$ cat src/hw/rtl/pll_pkg.sv
// Shared constants and types for the positional list engine.
package pll_pkg;

  localparam int LIST_DEPTH = 16;
  localparam int IW         = $clog2(LIST_DEPTH);
  localparam int CW         = $clog2(LIST_DEPTH + 1);
  localparam int DATA_W     = 32;
  localparam int CMD_W      = 4;
  localparam int POS_W      = 8;
  localparam int STAT_W     = 3;
  localparam int CNT_OUT_W  = 5;

  localparam logic [CMD_W-1:0] CMD_INS_FRONT = 4'd0;
  localparam logic [CMD_W-1:0] CMD_INS_END   = 4'd1;
  localparam logic [CMD_W-1:0] CMD_INS_POS   = 4'd2;
  localparam logic [CMD_W-1:0] CMD_DEL_FRONT = 4'd3;
  localparam logic [CMD_W-1:0] CMD_DEL_END   = 4'd4;
  localparam logic [CMD_W-1:0] CMD_DEL_POS   = 4'd5;
  localparam logic [CMD_W-1:0] CMD_READ_FWD  = 4'd6;
  localparam logic [CMD_W-1:0] CMD_READ_BACK = 4'd7;
  localparam logic [CMD_W-1:0] CMD_REVERSE   = 4'd8;

  localparam logic [STAT_W-1:0] STAT_OK      = 3'd0;
  localparam logic [STAT_W-1:0] STAT_EMPTY   = 3'd1;
  localparam logic [STAT_W-1:0] STAT_INVALID = 3'd2;
  localparam logic [STAT_W-1:0] STAT_RANGE   = 3'd3;
  localparam logic [STAT_W-1:0] STAT_FULL    = 3'd4;

  // UP: cell lo loads the bus, cells above it up to hi take the left neighbor.
  // DOWN: cells lo..hi-1 take the right neighbor, cell hi loads the bus.
  typedef enum logic [1:0] {
    MODE_HOLD,
    MODE_UP,
    MODE_DOWN
  } cell_mode_t;

  typedef struct packed {
    cell_mode_t        mode;
    logic [IW-1:0]     lo;
    logic [IW-1:0]     hi;
    logic [DATA_W-1:0] bus;
  } cell_ctrl_t;

endpackage

$ cat src/hw/rtl/pll_cell.sv
// One storage cell of the list chain.
module pll_cell (
  input  logic                          clk,
  input  logic [pll_pkg::IW-1:0]        idx,
  input  pll_pkg::cell_ctrl_t           ctrl,
  input  logic [pll_pkg::DATA_W-1:0]    left,
  input  logic [pll_pkg::DATA_W-1:0]    right,
  output logic [pll_pkg::DATA_W-1:0]    data
);

  logic [pll_pkg::DATA_W-1:0] data_next;

  always_comb begin
    data_next = data;
    case (ctrl.mode)
      pll_pkg::MODE_UP: begin
        if (idx == ctrl.lo) begin
          data_next = ctrl.bus;
        end else if (idx > ctrl.lo && idx <= ctrl.hi) begin
          data_next = left;
        end
      end
      pll_pkg::MODE_DOWN: begin
        if (idx == ctrl.hi) begin
          data_next = ctrl.bus;
        end else if (idx >= ctrl.lo && idx < ctrl.hi) begin
          data_next = right;
        end
      end
      default: data_next = data;
    endcase
  end

  always_ff @(posedge clk) begin
    data <= data_next;
  end

endmodule

$ cat src/hw/rtl/positional_list_engine.sv
// Positional list engine: top level with command sequencer and cell chain.
// Single-result commands (inserts, deletes, unknown codes) finish on their
// transfer: any chain shift happens at once, and a new transfer can be taken
// every cycle while the result side keeps up. A read-out starts the cycle after
// its transfer and emits one entry per cycle while the result side keeps up, by
// rotating the chain, and the list ends where it started. Reverse returns its
// result at once and then rotates the tail into place slot by slot. Until the
// engine is back in idle, no input transfer is taken.
module positional_list_engine (
  input  logic        clk,
  input  logic        rst,
  input  logic        s_tvalid,
  output logic        s_tready,
  input  logic [47:0] s_tdata,   // command[3:0], value[35:4], position[43:36]
  output logic        m_tvalid,
  input  logic        m_tready,
  output logic [39:0] m_tdata,   // status[2:0], value_out[34:3], count_out[39:35]
  output logic        m_tlast
);

  localparam int IW = pll_pkg::IW;
  localparam int CW = pll_pkg::CW;
  localparam int DW = pll_pkg::DATA_W;

  typedef enum logic [1:0] {
    ST_IDLE,
    ST_READ,
    ST_REV
  } state_t;

  state_t                    state, state_next;
  logic [CW-1:0]             count, count_next;
  logic [CW-1:0]             rem, rem_next;
  logic [IW-1:0]             rev_k, rev_k_next;
  logic                      read_back, read_back_next;

  logic [DW-1:0]             cell_data [pll_pkg::LIST_DEPTH];
  pll_pkg::cell_ctrl_t       ctrl;

  logic                      out_free, in_fire, out_load;
  logic [pll_pkg::STAT_W-1:0] out_status;
  logic [DW-1:0]             out_value;
  logic                      out_last;

  logic [pll_pkg::CMD_W-1:0] cmd;
  logic [DW-1:0]             val;
  logic [pll_pkg::POS_W-1:0] pos, pos_m1;
  logic [CW-1:0]             cnt_m1;
  logic [IW-1:0]             pos_idx, last_idx, count_idx, rd_idx;
  logic [DW-1:0]             rd_data;
  logic                      empty, full;

  assign cmd       = s_tdata[3:0];
  assign val       = s_tdata[35:4];
  assign pos       = s_tdata[43:36];
  assign pos_m1    = pos - 8'd1;
  assign cnt_m1    = count - CW'(1);
  assign pos_idx   = pos_m1[IW-1:0];
  assign last_idx  = cnt_m1[IW-1:0];
  assign count_idx = count[IW-1:0];
  assign empty     = (count == '0);
  assign full      = (count == CW'(pll_pkg::LIST_DEPTH));

  assign out_free  = !m_tvalid || m_tready;
  assign s_tready  = (state == ST_IDLE) && out_free;
  assign in_fire   = s_tvalid && s_tready;

  assign rd_idx    = (state == ST_IDLE && cmd == pll_pkg::CMD_DEL_POS) ? pos_idx : last_idx;
  assign rd_data   = cell_data[rd_idx];

  for (genvar i = 0; i < pll_pkg::LIST_DEPTH; i++) begin : g_cell
    logic [DW-1:0] left_in, right_in;
    if (i == 0) begin : g_first
      assign left_in = ctrl.bus;
    end else begin : g_mid_l
      assign left_in = cell_data[i-1];
    end
    if (i == pll_pkg::LIST_DEPTH - 1) begin : g_last
      assign right_in = ctrl.bus;
    end else begin : g_mid_r
      assign right_in = cell_data[i+1];
    end
    pll_cell u_cell (
      .clk   (clk),
      .idx   (IW'(i)),
      .ctrl  (ctrl),
      .left  (left_in),
      .right (right_in),
      .data  (cell_data[i])
    );
  end

  always_comb begin
    state_next     = state;
    count_next     = count;
    rem_next       = rem;
    rev_k_next     = rev_k;
    read_back_next = read_back;
    ctrl.mode      = pll_pkg::MODE_HOLD;
    ctrl.lo        = '0;
    ctrl.hi        = last_idx;
    ctrl.bus       = rd_data;
    out_load       = 1'b0;
    out_status     = pll_pkg::STAT_OK;
    out_value      = '0;
    out_last       = 1'b1;

    case (state)
      ST_IDLE: begin
        if (in_fire) begin
          out_load = 1'b1;
          case (cmd)
            pll_pkg::CMD_INS_FRONT, pll_pkg::CMD_INS_END: begin
              if (full) begin
                out_status = pll_pkg::STAT_FULL;
              end else begin
                ctrl.mode  = pll_pkg::MODE_UP;
                ctrl.lo    = (cmd == pll_pkg::CMD_INS_END) ? count_idx : '0;
                ctrl.hi    = count_idx;
                ctrl.bus   = val;
                count_next = count + CW'(1);
              end
            end
            pll_pkg::CMD_INS_POS: begin
              if (pos == '0) begin
                out_status = pll_pkg::STAT_INVALID;
              end else if (9'(pos) > 9'(count) + 9'd1) begin
                out_status = pll_pkg::STAT_RANGE;
              end else if (full) begin
                out_status = pll_pkg::STAT_FULL;
              end else begin
                ctrl.mode  = pll_pkg::MODE_UP;
                ctrl.lo    = pos_idx;
                ctrl.hi    = count_idx;
                ctrl.bus   = val;
                count_next = count + CW'(1);
              end
            end
            pll_pkg::CMD_DEL_FRONT: begin
              if (empty) begin
                out_status = pll_pkg::STAT_EMPTY;
              end else begin
                out_value  = cell_data[0];
                ctrl.mode  = pll_pkg::MODE_DOWN;
                count_next = cnt_m1;
              end
            end
            pll_pkg::CMD_DEL_END: begin
              if (empty) begin
                out_status = pll_pkg::STAT_EMPTY;
              end else begin
                out_value  = rd_data;
                ctrl.mode  = pll_pkg::MODE_DOWN;
                ctrl.lo    = last_idx;
                count_next = cnt_m1;
              end
            end
            pll_pkg::CMD_DEL_POS: begin
              if (empty) begin
                out_status = pll_pkg::STAT_EMPTY;
              end else if (pos == '0) begin
                out_status = pll_pkg::STAT_INVALID;
              end else if (9'(pos) > 9'(count)) begin
                out_status = pll_pkg::STAT_RANGE;
              end else begin
                out_value  = rd_data;
                ctrl.mode  = pll_pkg::MODE_DOWN;
                ctrl.lo    = pos_idx;
                count_next = cnt_m1;
              end
            end
            pll_pkg::CMD_READ_FWD, pll_pkg::CMD_READ_BACK: begin
              if (empty) begin
                out_status = pll_pkg::STAT_EMPTY;
              end else begin
                out_load       = 1'b0;
                state_next     = ST_READ;
                rem_next       = count;
                read_back_next = (cmd == pll_pkg::CMD_READ_BACK);
              end
            end
            pll_pkg::CMD_REVERSE: begin
              if (empty) begin
                out_status = pll_pkg::STAT_EMPTY;
              end else if (count != CW'(1)) begin
                state_next = ST_REV;
                rev_k_next = '0;
              end
            end
            default: out_status = pll_pkg::STAT_OK;
          endcase
        end
      end
      ST_READ: begin
        if (out_free) begin
          out_load  = 1'b1;
          out_last  = (rem == CW'(1));
          rem_next  = rem - CW'(1);
          if (read_back) begin
            out_value = rd_data;
            ctrl.mode = pll_pkg::MODE_UP;
            ctrl.bus  = rd_data;
          end else begin
            out_value = cell_data[0];
            ctrl.mode = pll_pkg::MODE_DOWN;
            ctrl.bus  = cell_data[0];
          end
          if (rem == CW'(1)) begin
            state_next = ST_IDLE;
          end
        end
      end
      ST_REV: begin
        // move the current tail to slot rev_k
        ctrl.mode  = pll_pkg::MODE_UP;
        ctrl.lo    = rev_k;
        ctrl.bus   = rd_data;
        rev_k_next = rev_k + IW'(1);
        if (CW'(rev_k) + CW'(2) == count) begin
          state_next = ST_IDLE;
        end
      end
      default: state_next = ST_IDLE;
    endcase
  end

  always_ff @(posedge clk) begin
    if (rst) begin
      state     <= ST_IDLE;
      count     <= '0;
      rem       <= '0;
      rev_k     <= '0;
      read_back <= 1'b0;
      m_tvalid  <= 1'b0;
    end else begin
      state     <= state_next;
      count     <= count_next;
      rem       <= rem_next;
      rev_k     <= rev_k_next;
      read_back <= read_back_next;
      if (out_load) begin
        m_tvalid <= 1'b1;
      end else if (m_tready) begin
        m_tvalid <= 1'b0;
      end
    end
  end

  always_ff @(posedge clk) begin
    if (out_load) begin
      m_tdata <= {pll_pkg::CNT_OUT_W'(count_next), out_value, out_status};
      m_tlast <= out_last;
    end
  end

  a_count_bound: assert property (@(posedge clk) disable iff (rst)
    count <= CW'(pll_pkg::LIST_DEPTH))
    else $error("entry count above list depth");

  a_busy_count: assert property (@(posedge clk) disable iff (rst)
    state != ST_IDLE |=> count == $past(count))
    else $error("entry count changed during read-out or reverse");

  a_read_rem: assert property (@(posedge clk) disable iff (rst)
    state == ST_READ |-> rem != '0 && rem <= count)
    else $error("read-out counter out of bounds");

  a_rev_step: assert property (@(posedge clk) disable iff (rst)
    state == ST_REV |-> CW'(rev_k) + CW'(2) <= count)
    else $error("reverse step past end of list");

  a_read_last: assert property (@(posedge clk) disable iff (rst)
    state == ST_READ && out_free && rem == CW'(1) |=> m_tvalid && m_tlast)
    else $error("final read-out transfer not marked last");

endmodule

$ cat config.mk
export PLATFORM = sky130hd
export DESIGN_NAME = positional_list_engine
export DESIGN_NICKNAME = d
export VERILOG_FILES = /design/src/hw/rtl/pll_pkg.sv /design/src/hw/rtl/pll_cell.sv /design/src/hw/rtl/positional_list_engine.sv
export SDC_FILE = /design/constraint.sdc
export NUM_CORES = 2
export LEC_CHECK = 0
export BUFFER_PORTS_ARGS = -buffer_cell sky130_fd_sc_hd__buf_2
export CORE_MARGIN = 3
export CORE_UTILIZATION = 44
export DETAILED_ROUTE_END_ITERATION = 12
export GPL_TIMING_DRIVEN = 1
export SYNTH_ARGS = -nofsm -noshare
export SYNTH_HDL_FRONTEND = slang
export SYNTH_SLANG_ARGS = --single-unit
$ cat constraint.sdc
create_clock -name clk -period 9.01 [get_ports clk]
set_input_delay 1.802 -clock clk [delete_from_list [all_inputs] [get_ports clk]]
set_output_delay 1.802 -clock clk [all_outputs]
set_load 0.01 [all_outputs]
==> results.sh <==
export IMPL_p_per_area_mw_per_mm2=158
export IMPL_rsz0062_at_grt="no"
export IMPL_min_period_ns=7.13
export IMPL_fill_cells=8160
export IMPL_hpwlAfterDp_um=110000
export IMPL_drc_errors=0
export IMPL_synth_cells=4219
export IMPL_dpl_cell_area_mm2=0.0404
export IMPL_worstHoldStart="rem[1]"
export IMPL_vdd_drop_max_mv=0.174
export IMPL_rows=108
export IMPL_finClkSkew_ns=0.0407
export IMPL_nNetsFinal=4159
export IMPL_syn_nets=4294
export IMPL_relSlewSlack_pct=-1.61
export IMPL_grt_pass1_wl_um=253000
export IMPL_worst_setup_path_start_kind="flip-flop"
export IMPL_cts_num_sinks=571
export IMPL_yosysUniqueCellTypes=99
export IMPL_p_seq_share_pct=44.7
export IMPL_startpoint="count[1]"
export IMPL_synth_fa_ha_area_share_pct=0.739
export IMPL_path_class="flip-flop to flip-flop"
export IMPL_finalHoldViolCount=0
export IMPL_cts_inserted_buffers=69
export IMPL_ctsResizeCount=0
export IMPL_synth_area_leaders="edfxtp_1 43%, o21ai_0 7.5%, a22oi_1 5.7%, nand2_1 4.9%, nor2_1 3.9%"
export IMPL_synth_edf_count=553
export IMPL_dieArea_mm2=0.0921
export IMPL_htree_levels=3
export IMPL_ys_warn_count=0
export IMPL_synthMuxAreaShare_pct=7.30
export IMPL_worstSetupEndpointType="flip-flop"
export IMPL_worstReg2RegStart="count[1]"
export IMPL_p_comb_share_pct=14.9
export IMPL_multiInputGateArea_mm2=0.0202
export IMPL_p_int_uw=4740
export IMPL_max_freq_ghz=0.140
export IMPL_drtIter0Drc=6175
export IMPL_initial_core_util_pct=44.6
export IMPL_leakage_uw=0.0134
export IMPL_numPortBuffers=90
export IMPL_vias_per_cell=7.30
export IMPL_seq_area_frac_synth_pct=43.6
export IMPL_hold_buffers=0
export IMPL_required_ns=9.32
export IMPL_yosysTopAreaCellShare_pct=42.7
export IMPL_core_mm2=0.0873
export IMPL_wl_um=180000
export IMPL_grt_pass1_vias=35400
export IMPL_violations="max-capacitance violations, max-slew violations"
export IMPL_tightest_slew_ns=1.52
export IMPL_gp_congestion=0.989
export IMPL_synth_xor_xnor_area_share_pct=0.379
export IMPL_p_clk_share_pct=40.4
export IMPL_outcome="finished, violations left"
export IMPL_setup_violations=0
export IMPL_power_uw=6730
export IMPL_yosys_area_share_simple_pct=14.0
export IMPL_antenna_found_initial=12
export IMPL_synth_compound_area_share_pct=28.4
export IMPL_grt_max_degree=280
export IMPL_cts_clk_slew_worst_paths_ns=0.06
export IMPL_maxCapViolations=1
export IMPL_grt_use_total_pct=37.9
export IMPL_wl_per_cell_um=34.0
export IMPL_drive_above_1_share_pct=13.5
export IMPL_worst_hold_path_type="flip-flop to flip-flop"
export IMPL_worstSkewPairLatency_ns=0.65
export IMPL_yosys_register_bits=571
export IMPL_synth_avg_cell_area_um2=9.22
export IMPL_cts_buffer_depth=3
export IMPL_crit_chain="inv_1 -> ha_1 -> inv_1 -> ha_1 -> nor2b_1 -> o21bai_1 -> a41oi_1 -> nor4_2 -> o211ai_1 -> a22oi_1 -> nand3_1 -> a21o_1 -> a21oi_4 -> buf_12"
export IMPL_drtPass1Iterations=7
export IMPL_area_growth_pct=9.32
export IMPL_sw_frac_of_total_pct=29.6
export IMPL_maxSlewViolCount=13
export IMPL_async_flop_share_pct=0
export IMPL_cp_slowest_stage_delay_ns=0.83
export IMPL_die_h_um=303
export IMPL_dr_total_vias=38700
export IMPL_fin_area_mm2=0.0425
export IMPL_post_cts_buffers=0
export IMPL_arrival_ns=7.44
export IMPL_ant_nets=0
export IMPL_netlist_area_mm2=0.0389
export IMPL_whs_ns=0.552
export IMPL_cts_tree="done"
export IMPL_power_switching_uw=1990
export IMPL_root_buffer="clkbuf_16"
export IMPL_gr_total_overflow=0
export IMPL_path_max_fanout=18
export IMPL_yosysTopAreaCell="edfxtp_1"
export IMPL_cpMaxStageDelayCell="a22oi_1"
export IMPL_timing_setup_tns_ns=0
export IMPL_regArea_mm2=0.0170
export IMPL_synth_ff_type="edfxtp_1"
export IMPL_fin_crit_sh_pct=79.1
export IMPL_io_pins=95
export IMPL_fp_dieW_um=303
export IMPL_synth_top_family_by_area="compound AO/OA/AOI/OAI gates"
state kept, by name (all words and copies together) (netlist names):
name and cells:
count 5, g_cell.u_cell.data 512, m_tdata 40, m_tlast 1
m_tvalid 1, read_back 1, rem 5, rev_k 4
state 2
power groups by stage:
stage	combinational [µW]	clock (µW)	sequential [µW]
floorplan	642	0	3060
global placement	950	0	3060
detailed placement	957	0	3060
CTS	960	2720	3010
global route	1040	2820	3010
finish	1010	2720	3010
per-layer routing:
layer | part of all wire [%] | GRT usage (%) | wire (µm)
met5 | 0.031 | 0.370 | 56
met4 | 7.3 | 22.7 | 13200
met3 | 16 | 14.6 | 28500
met2 | 41 | 53.8 | 73100
met1 | 36 | 48.7 | 65200
cells in the final DEF, fill, tap and decap left out, drive strengths merged, types with 42 or more instances in the layout:
master / instances
o21ai: 629
edfxtp: 553
nand2: 515
nor2: 420
a22oi: 294
buf: 233
a21oi: 165
o22ai: 114
mux2i: 110
a211oi: 106
clkbuf: 90
nand3: 81
o32ai: 63
mux4: 55
and3: 52
inv: 47
o211ai: 46
mux2: 44
nor3: 44
a32oi: 42
area by class of cell:
cell class	count	area share, %
Clock inverter	26	0.429
Multi-Input combinational cell	3163	47.6
Tap cell	1155	3.40
Timing Repair Buffer	233	3.82
Clock buffer	90	4.44
Antenna cell	10	0.0588
Inverter	46	0.406
Sequential cell	571	39.9
final timing paths:
kind	endpoint	depth (start not counted)	slack [ns]
max	g_cell[13].u_cell.data[25]	14	1.88
min	rem[1]	2	0.55
max reg2reg	g_cell[13].u_cell.data[25]	14	1.88
min reg2reg	rem[1]	2	0.55
cell families after synthesis:
group / count (synthesis)
AOI/OAI and AO/OA: 1688
and+or+nand+nor: 1227
DFF: 571
buffers and inverters: 485
muxes: 209
adders and majority gates: 23
xor gates and xnor gates: 16
cells in the mapped netlist (all sizes together), types with 9 or more instances:
master / count
a211oi: 106
a21boi: 21
a21oi: 165
a221o: 35
a221oi: 9
a22o: 13
a22oi: 294
a311oi: 41
a31oi: 29
a32oi: 42
and2: 17
and3: 52
buf: 201
clkbuf: 238
dfxtp: 18
edfxtp: 553
ha: 23
inv: 44
mux2: 44
mux2i: 110
mux4: 55
nand2: 515
nand3: 81
nand4: 13
nor2: 420
nor2b: 16
nor3: 44
nor4: 15
o211ai: 46
o21ai: 629
o22ai: 114
o31ai: 9
o32ai: 63
or2: 9
or3: 11
or4: 11
xnor2: 10
per-stage QoR:
step | std cells | util, % | setup WS, ns
after floorplan | 4219 | - | 1.50
after global placement | 5168 | 46.3 | 1.82
after detailed placement | 5168 | 46.3 | 1.80
after CTS | 5284 | 48.7 | 2.25
after global routing | 5286 | 48.7 | 1.81
final | 5294 | 48.7 | 1.88
worst max-delay path, delay by kind of cell (launching register included):
family,cells,cell delay (ns)
AOI/OAI and AO/OA,6,2.80
and+or+nand+nor,3,1.50
adders and majority gates,2,0.94
buffers and inverters,3,0.85
DFF,1,0.68
Power figures use the tool's default switching activity.
